`src/rtl/dn2cd_pkg.sv`:
```
// Shared types, constants and tables for the day number to calendar date converter.
package dn2cd_pkg;

    localparam int DN_W    = 23;
    localparam int YEAR_W  = 15;
    localparam int MONTH_W = 4;
    localparam int DAY_W   = 5;

    localparam int Z_W     = 23;
    localparam int XA_W    = 24;
    localparam int ALPHA_W = 7;
    localparam int B_W     = 23;
    localparam int XC_W    = 27;
    localparam int C_W     = 15;
    localparam int BD_W    = 9;
    localparam int XE_W    = 23;
    localparam int E_W     = 5;

    localparam logic [DN_W-1:0] DAY_NUMBER_MAX  = 23'd5373483;
    localparam logic [Z_W-1:0]  GREGORIAN_START = 23'd2299161;

    localparam logic [XA_W-1:0] ALPHA_BIAS   = 24'd7468865;
    localparam int              ALPHA_DIV    = 146097;
    localparam logic [B_W-1:0]  B_OFFSET     = 23'd1524;
    localparam logic [XC_W-1:0] XC_BIAS      = 27'd2442;
    localparam int              C_DIV        = 7305;
    localparam logic [10:0]     DAYS_4Y      = 11'd1461;
    localparam logic [13:0]     E_SCALE      = 14'd10000;
    localparam int              E_DIV        = 306001;

    localparam logic [E_W-1:0]     E_YEAR_WRAP = 5'd14;
    localparam logic [MONTH_W-1:0] FEBRUARY    = 4'd2;
    localparam logic [C_W:0]       YEAR_OFS_LO = 16'd4716;
    localparam logic [C_W:0]       YEAR_OFS_HI = 16'd4715;

    // Load strobes for the two register ranks of a constant divider.
    typedef struct packed {
        logic a;
        logic b;
    } cdiv_ld_t;

    // floor(30.6001 * e): days before the month indexed by e.
    function automatic logic [BD_W-1:0] month_span(input logic [E_W-1:0] e);
        logic [BD_W-1:0] span;
        begin
            case (e)
                5'd4:    span = 9'd122;
                5'd5:    span = 9'd153;
                5'd6:    span = 9'd183;
                5'd7:    span = 9'd214;
                5'd8:    span = 9'd244;
                5'd9:    span = 9'd275;
                5'd10:   span = 9'd306;
                5'd11:   span = 9'd336;
                5'd12:   span = 9'd367;
                5'd13:   span = 9'd397;
                5'd14:   span = 9'd428;
                5'd15:   span = 9'd459;
                default: span = 9'd0;
            endcase
            return span;
        end
    endfunction

endpackage

```
`src/rtl/dn2cd_cdiv.sv`:
```
// Two-rank divider by a constant: reciprocal estimate, then one-step remainder correction.
module dn2cd_cdiv
    import dn2cd_pkg::*;
#(
    parameter int XW  = 24,
    parameter int QW  = 7,
    parameter int DIV = 146097,
    parameter int SH  = 24
)
(
    input  logic          clk,
    input  cdiv_ld_t      ld,
    input  logic [XW-1:0] x,
    output logic [QW-1:0] q
);

    // 2^SH exceeds every dividend, so the estimate is low by at most one.
    localparam longint unsigned RECIP = (64'd1 << SH) / DIV;
    localparam int              MW    = $clog2(RECIP + 1);

    logic [XW+MW-1:0] prod;
    logic [QW-1:0]    qe_next;
    logic [QW-1:0]    qe_reg;
    logic [XW-1:0]    x_reg;
    logic [XW-1:0]    rem;
    logic [QW-1:0]    q_next;
    logic [QW-1:0]    q_reg;

    assign prod    = (XW+MW)'(x) * (XW+MW)'(RECIP);
    assign qe_next = QW'(prod >> SH);

    assign rem     = x_reg - XW'(XW'(qe_reg) * XW'(DIV));
    assign q_next  = (rem >= XW'(DIV)) ? qe_reg + QW'(1) : qe_reg;

    always_ff @(posedge clk)
    begin
        if (ld.a)
        begin
            x_reg  <= x;
            qe_reg <= qe_next;
        end
        if (ld.b)
        begin
            q_reg <= q_next;
        end
    end

    assign q = q_reg;

endmodule

```
`src/rtl/day_number_to_calendar_date.sv`:
```
// Day number (JDN minus one) to calendar date converter, top level.
//
// Slave stream s_axis carries one day number per transaction; master stream
// m_axis returns the calendar date (year, month, day) of that day. Julian
// calendar applies before JDN 2299161, Gregorian from then on; day numbers
// beyond 31 December 9999 saturate to that date.
//
// The datapath is an 11-stage register pipeline: three constant dividers
// (two ranks each) plus input, scaling and output ranks. Throughput is one
// transaction per cycle while m_axis_tready stays high, since every stage
// then advances; a receiver stall holds the pipeline.
//
// Each stage has its own valid bit and accepts data when empty or when the
// stage after it moves, so bubbles close up while the receiver stalls and
// s_axis_tready drops only once all 11 stages hold data. Nothing is lost or
// repeated under a stall. Reset (rst_n low) empties all stages; payload
// registers are not reset.
module day_number_to_calendar_date
    import dn2cd_pkg::*;
(
    input  logic        clk,
    input  logic        rst_n,

    input  logic        s_axis_tvalid,
    output logic        s_axis_tready,
    input  logic [23:0] s_axis_tdata,   // [22:0] day_number, [23] zero

    output logic        m_axis_tvalid,
    input  logic        m_axis_tready,
    output logic [23:0] m_axis_tdata    // [14:0] cal_year, [18:15] cal_month, [23:19] cal_day
);

    localparam int NST = 11;

    logic [NST:1]   v_reg;
    logic [NST:1]   v_next;
    logic [NST+1:1] rdy;

    always_comb
    begin
        rdy[NST+1] = m_axis_tready;
        for (int k = NST; k >= 1; k--)
        begin
            rdy[k] = !v_reg[k] || rdy[k+1];
        end
        v_next[1] = rdy[1] ? s_axis_tvalid : v_reg[1];
        for (int k = 2; k <= NST; k++)
        begin
            v_next[k] = rdy[k] ? v_reg[k-1] : v_reg[k];
        end
    end

    always_ff @(posedge clk or negedge rst_n)
    begin
        if (!rst_n)
        begin
            v_reg <= '0;
        end
        else
        begin
            v_reg <= v_next;
        end
    end

    // Stage 1: saturate, offset, calendar select
    logic [DN_W-1:0] dn;
    logic [Z_W-1:0]  z_next;
    logic            g_next;
    logic [XA_W-1:0] xa_next;
    logic [Z_W-1:0]  z1_reg;
    logic            g1_reg;
    logic [XA_W-1:0] xa1_reg;

    assign dn      = (s_axis_tdata[DN_W-1:0] > DAY_NUMBER_MAX) ? DAY_NUMBER_MAX
                                                              : s_axis_tdata[DN_W-1:0];
    assign z_next  = Z_W'(dn) + Z_W'(1);
    assign g_next  = (z_next >= GREGORIAN_START);
    assign xa_next = {z_next[XA_W-3:0], 2'b00} - ALPHA_BIAS;

    always_ff @(posedge clk)
    begin
        if (rdy[1])
        begin
            z1_reg  <= z_next;
            g1_reg  <= g_next;
            xa1_reg <= xa_next;
        end
    end

    // Stages 2-3: alpha
    logic [ALPHA_W-1:0] alpha;
    logic [Z_W-1:0]     z2_reg;
    logic [Z_W-1:0]     z3_reg;
    logic               g2_reg;
    logic               g3_reg;

    dn2cd_cdiv #(
        .XW  (XA_W),
        .QW  (ALPHA_W),
        .DIV (ALPHA_DIV),
        .SH  (XA_W)
    ) u_div_alpha (
        .clk (clk),
        .ld  ('{a: rdy[2], b: rdy[3]}),
        .x   (xa1_reg),
        .q   (alpha)
    );

    always_ff @(posedge clk)
    begin
        if (rdy[2])
        begin
            z2_reg <= z1_reg;
            g2_reg <= g1_reg;
        end
        if (rdy[3])
        begin
            z3_reg <= z2_reg;
            g3_reg <= g2_reg;
        end
    end

    // Stage 4: b and scaled dividend for c
    logic [B_W-1:0]  a_val;
    logic [B_W-1:0]  b_next;
    logic [XC_W-1:0] xc_next;
    logic [B_W-1:0]  b4_reg;
    logic [XC_W-1:0] xc4_reg;

    assign a_val   = g3_reg ? z3_reg + B_W'(1) + B_W'(alpha) - B_W'(alpha >> 2) : z3_reg;
    assign b_next  = a_val + B_OFFSET;
    assign xc_next = {b_next, 4'b0000} + {2'b00, b_next, 2'b00} - XC_BIAS;

    always_ff @(posedge clk)
    begin
        if (rdy[4])
        begin
            b4_reg  <= b_next;
            xc4_reg <= xc_next;
        end
    end

    // Stages 5-6: c
    logic [C_W-1:0] c_q;
    logic [B_W-1:0] b5_reg;
    logic [B_W-1:0] b6_reg;

    dn2cd_cdiv #(
        .XW  (XC_W),
        .QW  (C_W),
        .DIV (C_DIV),
        .SH  (XC_W)
    ) u_div_c (
        .clk (clk),
        .ld  ('{a: rdy[5], b: rdy[6]}),
        .x   (xc4_reg),
        .q   (c_q)
    );

    always_ff @(posedge clk)
    begin
        if (rdy[5])
        begin
            b5_reg <= b4_reg;
        end
        if (rdy[6])
        begin
            b6_reg <= b5_reg;
        end
    end

    // Stage 7: d and b - d
    logic [C_W+10:0] d4;
    logic [BD_W-1:0] bd_next;
    logic [C_W-1:0]  c7_reg;
    logic [BD_W-1:0] bd7_reg;

    assign d4      = (C_W+11)'(c_q) * (C_W+11)'(DAYS_4Y);
    assign bd_next = BD_W'(b6_reg - B_W'(d4 >> 2));

    always_ff @(posedge clk)
    begin
        if (rdy[7])
        begin
            c7_reg  <= c_q;
            bd7_reg <= bd_next;
        end
    end

    // Stage 8: scaled dividend for e
    logic [XE_W-1:0] xe_next;
    logic [C_W-1:0]  c8_reg;
    logic [BD_W-1:0] bd8_reg;
    logic [XE_W-1:0] xe8_reg;

    assign xe_next = XE_W'(bd7_reg) * XE_W'(E_SCALE);

    always_ff @(posedge clk)
    begin
        if (rdy[8])
        begin
            c8_reg  <= c7_reg;
            bd8_reg <= bd7_reg;
            xe8_reg <= xe_next;
        end
    end

    // Stages 9-10: e
    logic [E_W-1:0]  e_q;
    logic [C_W-1:0]  c9_reg;
    logic [C_W-1:0]  c10_reg;
    logic [BD_W-1:0] bd9_reg;
    logic [BD_W-1:0] bd10_reg;

    dn2cd_cdiv #(
        .XW  (XE_W),
        .QW  (E_W),
        .DIV (E_DIV),
        .SH  (XE_W)
    ) u_div_e (
        .clk (clk),
        .ld  ('{a: rdy[9], b: rdy[10]}),
        .x   (xe8_reg),
        .q   (e_q)
    );

    always_ff @(posedge clk)
    begin
        if (rdy[9])
        begin
            c9_reg  <= c8_reg;
            bd9_reg <= bd8_reg;
        end
        if (rdy[10])
        begin
            c10_reg  <= c9_reg;
            bd10_reg <= bd9_reg;
        end
    end

    // Stage 11: day, month, year
    logic [DAY_W-1:0]          day_next;
    logic [MONTH_W-1:0]        month_next;
    logic signed [YEAR_W-1:0]  year_next;
    logic [DAY_W-1:0]          day_reg;
    logic [MONTH_W-1:0]        month_reg;
    logic signed [YEAR_W-1:0]  year_reg;

    assign day_next   = DAY_W'(bd10_reg - month_span(e_q));
    assign month_next = (e_q < E_YEAR_WRAP) ? MONTH_W'(e_q - E_W'(1))
                                            : MONTH_W'(e_q - E_W'(13));
    assign year_next  = YEAR_W'({1'b0, c10_reg} -
                                ((month_next > FEBRUARY) ? YEAR_OFS_LO : YEAR_OFS_HI));

    always_ff @(posedge clk)
    begin
        if (rdy[11])
        begin
            day_reg   <= day_next;
            month_reg <= month_next;
            year_reg  <= year_next;
        end
    end

    assign s_axis_tready = rdy[1];
    assign m_axis_tvalid = v_reg[NST];
    assign m_axis_tdata  = {day_reg, month_reg, year_reg};

    a_month_range: assert property (@(posedge clk) disable iff (!rst_n)
        m_axis_tvalid |-> (month_reg >= 4'd1) && (month_reg <= 4'd12))
        else $error("cal_month out of range");

    a_day_range: assert property (@(posedge clk) disable iff (!rst_n)
        m_axis_tvalid |-> (day_reg >= 5'd1))
        else $error("cal_day is zero");

    a_year_range: assert property (@(posedge clk) disable iff (!rst_n)
        m_axis_tvalid |-> (year_reg >= -15'sd4712) && (year_reg <= 15'sd9999))
        else $error("cal_year out of range");

    a_full_on_backpressure: assert property (@(posedge clk) disable iff (!rst_n)
        !s_axis_tready |-> (&v_reg))
        else $error("input stalled with an empty stage");

    a_stall_holds_count: assert property (@(posedge clk) disable iff (!rst_n)
        (m_axis_tvalid && !m_axis_tready && !s_axis_tvalid) |=>
            ($countones(v_reg) == $countones($past(v_reg))))
        else $error("transaction lost or duplicated in pipeline");

endmodule
```
`config.mk`:
```
export PLATFORM = sky130hd
export DESIGN_NAME = day_number_to_calendar_date
export DESIGN_NICKNAME = d
export VERILOG_FILES = /design/src/rtl/dn2cd_pkg.sv /design/src/rtl/dn2cd_cdiv.sv /design/src/rtl/day_number_to_calendar_date.sv
export SDC_FILE = /design/constraint.sdc
export NUM_CORES = 2
export LEC_CHECK = 0
export BUFFER_PORTS_ARGS = -buffer_cell sky130_fd_sc_hd__buf_2
export CAP_MARGIN = 10
export CORE_MARGIN = 2
export CORE_UTILIZATION = 30
export CTS_CLUSTER_DIAMETER = 60
export CTS_CLUSTER_SIZE = 14
export DETAILED_ROUTE_END_ITERATION = 10
export GPL_TIMING_DRIVEN = 0
export PLACE_DENSITY = 0.48
export SKIP_CTS_REPAIR_TIMING = 1
export SYNTH_ARGS = -nofsm -noshare
export SYNTH_HDL_FRONTEND = slang
export SYNTH_SLANG_ARGS = --single-unit
```
`constraint.sdc`:
```
create_clock -name clk -period 9.3 [get_ports clk]
set_input_delay 1.395 -clock clk [delete_from_list [all_inputs] [get_ports clk]]
set_output_delay 1.395 -clock clk [all_outputs]
set_load 0.02 [all_outputs]
```
==> reports/summary.md <==
The total clock buffers created by CTS is 48, and the maximum number of buffers from clock root to sink is 3. Clock tree synthesis found a total of 401 sinks. TritonCTS built the clock tree.

For the hold violation total from the final report, the log shows 0. The endpoint required time on the critical path was 9.64 ns. The average instance in the mapped netlist occupies 11.13 um2. In this run the worst hold path is classified as reg2reg. The boundary pin count was 54. The repair_antennas step left the layout with diodes totalling 0. Yosys mapped the design onto 84 distinct sky130hd cell types.

Startpoint-to-endpoint class of the critical path: reg2reg. The worst slack at placement was 1.697 ns; the starting utilization of the core area was 0.3016. Detailed-route wire length: 74720 um.

Clock-pin slew was measured on the worst setup and hold paths at 0.06 ns. The worst path needs 7.521 ns of the cycle, external delays included. At the end of routability-driven placement, the weighted congestion stood at 0.7806.

For the final number of max-transition violations, the log shows 0. Input and output buffers added on the ports amount to 51. The flow ran to the end, and the final reports show no timing, DRC or antenna violations. The all-layer global routing usage came out at 0.1185. The logs give 2 for the H-tree depth and 714 for the DRC marker count from the first detailed-route iteration. Setup violations remaining at the end of the flow were counted as 0.

The run gives 5297 as the placed instance count. After detailed routing, the average wire length per cell comes to 13.88 um. The run gives 42 as the largest net degree at the start of global routing. The initial antenna violation count is 0, and the worst-case headroom to the max-slew limit is 0.2306. The run gives 0 as the aggregate global routing overflow.

Max-cap violations in this run came to 0. The worst setup path is launched from a register. For the pin with the worst max-slew slack, the measured transition is 1.154 ns. The net count of the finished layout is 4683. The floorplan step defined a die boundary enclosing 132700 um2.

The first-pass GRT wire length is 128200 um. The post-synthesis net count is 4576. Summed over all nets, the half-perimeter wirelength after detailed placement is 61200 um.

In the final layout, flip-flops and latches occupy 11940 um2. The logs give 0.63 ns for the latest clock arrival within the worst-skew pair and 129200 um2 for the floorplan core area. The vertical die dimension works out to 364.3 um. Prevailing post-synth register cell: edfxtp_1. Using the TritonRoute via totals, the vias-per-cell ratio works out to 4.406. Counting flops and latches in the post-synthesis netlist gives 401. The maximum fanout encountered on the critical timing path was 10. In the final layout, the multi-input gates occupy 24200 um2.

The share of final-layout standard cells stronger than drive strength 1 was 0.04780; the synthesis-to-layout area growth was 10.78%. The first detailed-routing pass ran for 5 iterations. The number of antenna-violating nets in the routed design came out at 0. The share of async-settable or async-resettable flops after synthesis is 0.02743. Setup repair after global routing left no endpoint under its margin. The initialized floorplan defines 132 standard-cell rows. Once routing completed, OpenROAD measured the worst setup slack at 1.779 ns. Library cell used as clock root buffer: clkbuf_16. The top cell types in the final layout, fill and taps aside, are inv_1, ha_1, edfxtp_1.

For the via count of the first global-routing pass, the log shows 24998. The post-synthesis instance area was 38950 um2. For this run, the top clock speed supported by timing is 133.0 MHz.

The die is 364.3 um wide. The clock arrives with 0.03044 ns of skew. The register area share after synthesis was 0.3065. Post-route fraction of the period consumed by the critical path: 0.8087. Yosys printed 0 warnings. For this run, design rule violations remaining after detail routing come to 0. The run gives 7.86 ns as the arrival time reported for the critical path endpoint. The kind of end point of the critical path is a register. After technology mapping, the gate count stands at 3498. In this run, synthesis inferred 385 flip-flops with an integrated enable.

Leaving out fill and tap cells, the most frequent cell in the layout is inv_1. The run gives 23715 as the total number of vias. The finished layout holds 5382 standard cells, fillers aside.

Fill cells in the final layout number 13123.
-- metrics by stage --
| step | utilization | TNS (ns) | cell area (um2) | hold WS, ns |
|---|---|---|---|---|
| 2_1_floorplan | - | 0 | 38950 | 0.4003 |
| 3_3_place_gp | 0.3204 | -0.1852 | 41380 | 0.4014 |
| 3_5_place_dp | 0.3215 | 0 | 41530 | 0.4045 |
| 4_1_cts | 0.3341 | 0 | 43150 | 0.4048 |
| 5_1_grt | 0.3341 | 0 | 43150 | 0.4085 |
| 6_report | 0.3341 | 0 | 43150 | 0.4024 |
-- layout make-up --
cell class / count / area share
buffer: 18 / 0.001682
clock buffer: 53 / 0.02877
clock inverter: 32 / 0.008729
inverter: 733 / 0.06377
multi-input combinational: 2346 / 0.5610
sequential: 401 / 0.2767
tap: 1742 / 0.05052
timing repair buffer: 57 / 0.008874
-- kinds of logic after synthesis --
| kind of cell | after synthesis | share of synthesized area |
|---|---|---|
| flops | 401 | 0.3065 |
| simple gates | 542 | 0.07068 |
| fa+ha+maj | 1050 | 0.4081 |
| mux | 19 | 0.005108 |
| compound gates | 505 | 0.08507 |
| buf+inv | 751 | 0.07251 |
| xor+xnor | 230 | 0.05211 |
-- path summary, 6_finish.rpt --
| kind | start | to | slack, ns | cells past startpoint |
|---|---|---|---|---|
| max | u_div_c.qe_reg[0] | u_div_c.q[1] | 1.78 | 23 |
| min | b4_reg[5] | b5_reg[5] | 0.40 | 0 |
| max reg2reg | u_div_c.qe_reg[0] | u_div_c.q[1] | 1.78 | 23 |
| min reg2reg | b4_reg[5] | b5_reg[5] | 0.40 | 0 |
| max in group asynchronous | rst_n | v_reg[1] | 8.26 | 1 |
| min in group asynchronous | rst_n | v_reg[11] | 0.70 | 1 |
-- synth_stat cells, drive strengths merged, types with 26 or more instances --
master	instances	area [um2]
inv	732	2748
ha	683	8546
edfxtp	385	11560
fa	367	7347
xnor2	160	1401
a21oi	140	700.7
nor2	134	503.0
nand2	125	469.2
o21ai	90	454.2
xor2	69	604.3
a21o	64	480.5
nand3	53	265.3
nor3	36	180.2
nand2b	32	200.2
o21a	29	217.7
nand4	27	168.9
nor2b	26	162.7
-- worst max-delay path, stage by stage, from the launching register on --
cell,delay [ns]
edfxtp_1,0.59
inv_1,0.26
fa_1,0.55
fa_1,0.55
inv_1,0.05
ha_1,0.30
fa_1,0.51
fa_1,0.52
fa_1,0.52
inv_1,0.04
ha_1,0.36
a21o_1,0.22
nor3_1,0.16
inv_1,0.08
o22ai_1,0.20
xnor2_1,0.14
a2111oi_0,0.47
o211ai_1,0.16
a2111oi_0,0.44
nand4_1,0.17
a211o_1,0.42
clkbuf_1,0.29
nand2_1,0.13
o21ai_0,0.10
-- metal layers --
metal	global-route usage	vias to the layer above	share of wire
li1	-	12123	-
met1	0.1569	11326	0.48
met2	0.2043	189	0.47
met3	0.01653	77	0.026
met4	0.02706	0	0.018
met5	0	-	0
Power is not shown: default switching activity piles up to over one toggle a cycle in this logic, so the estimate is an artifact.
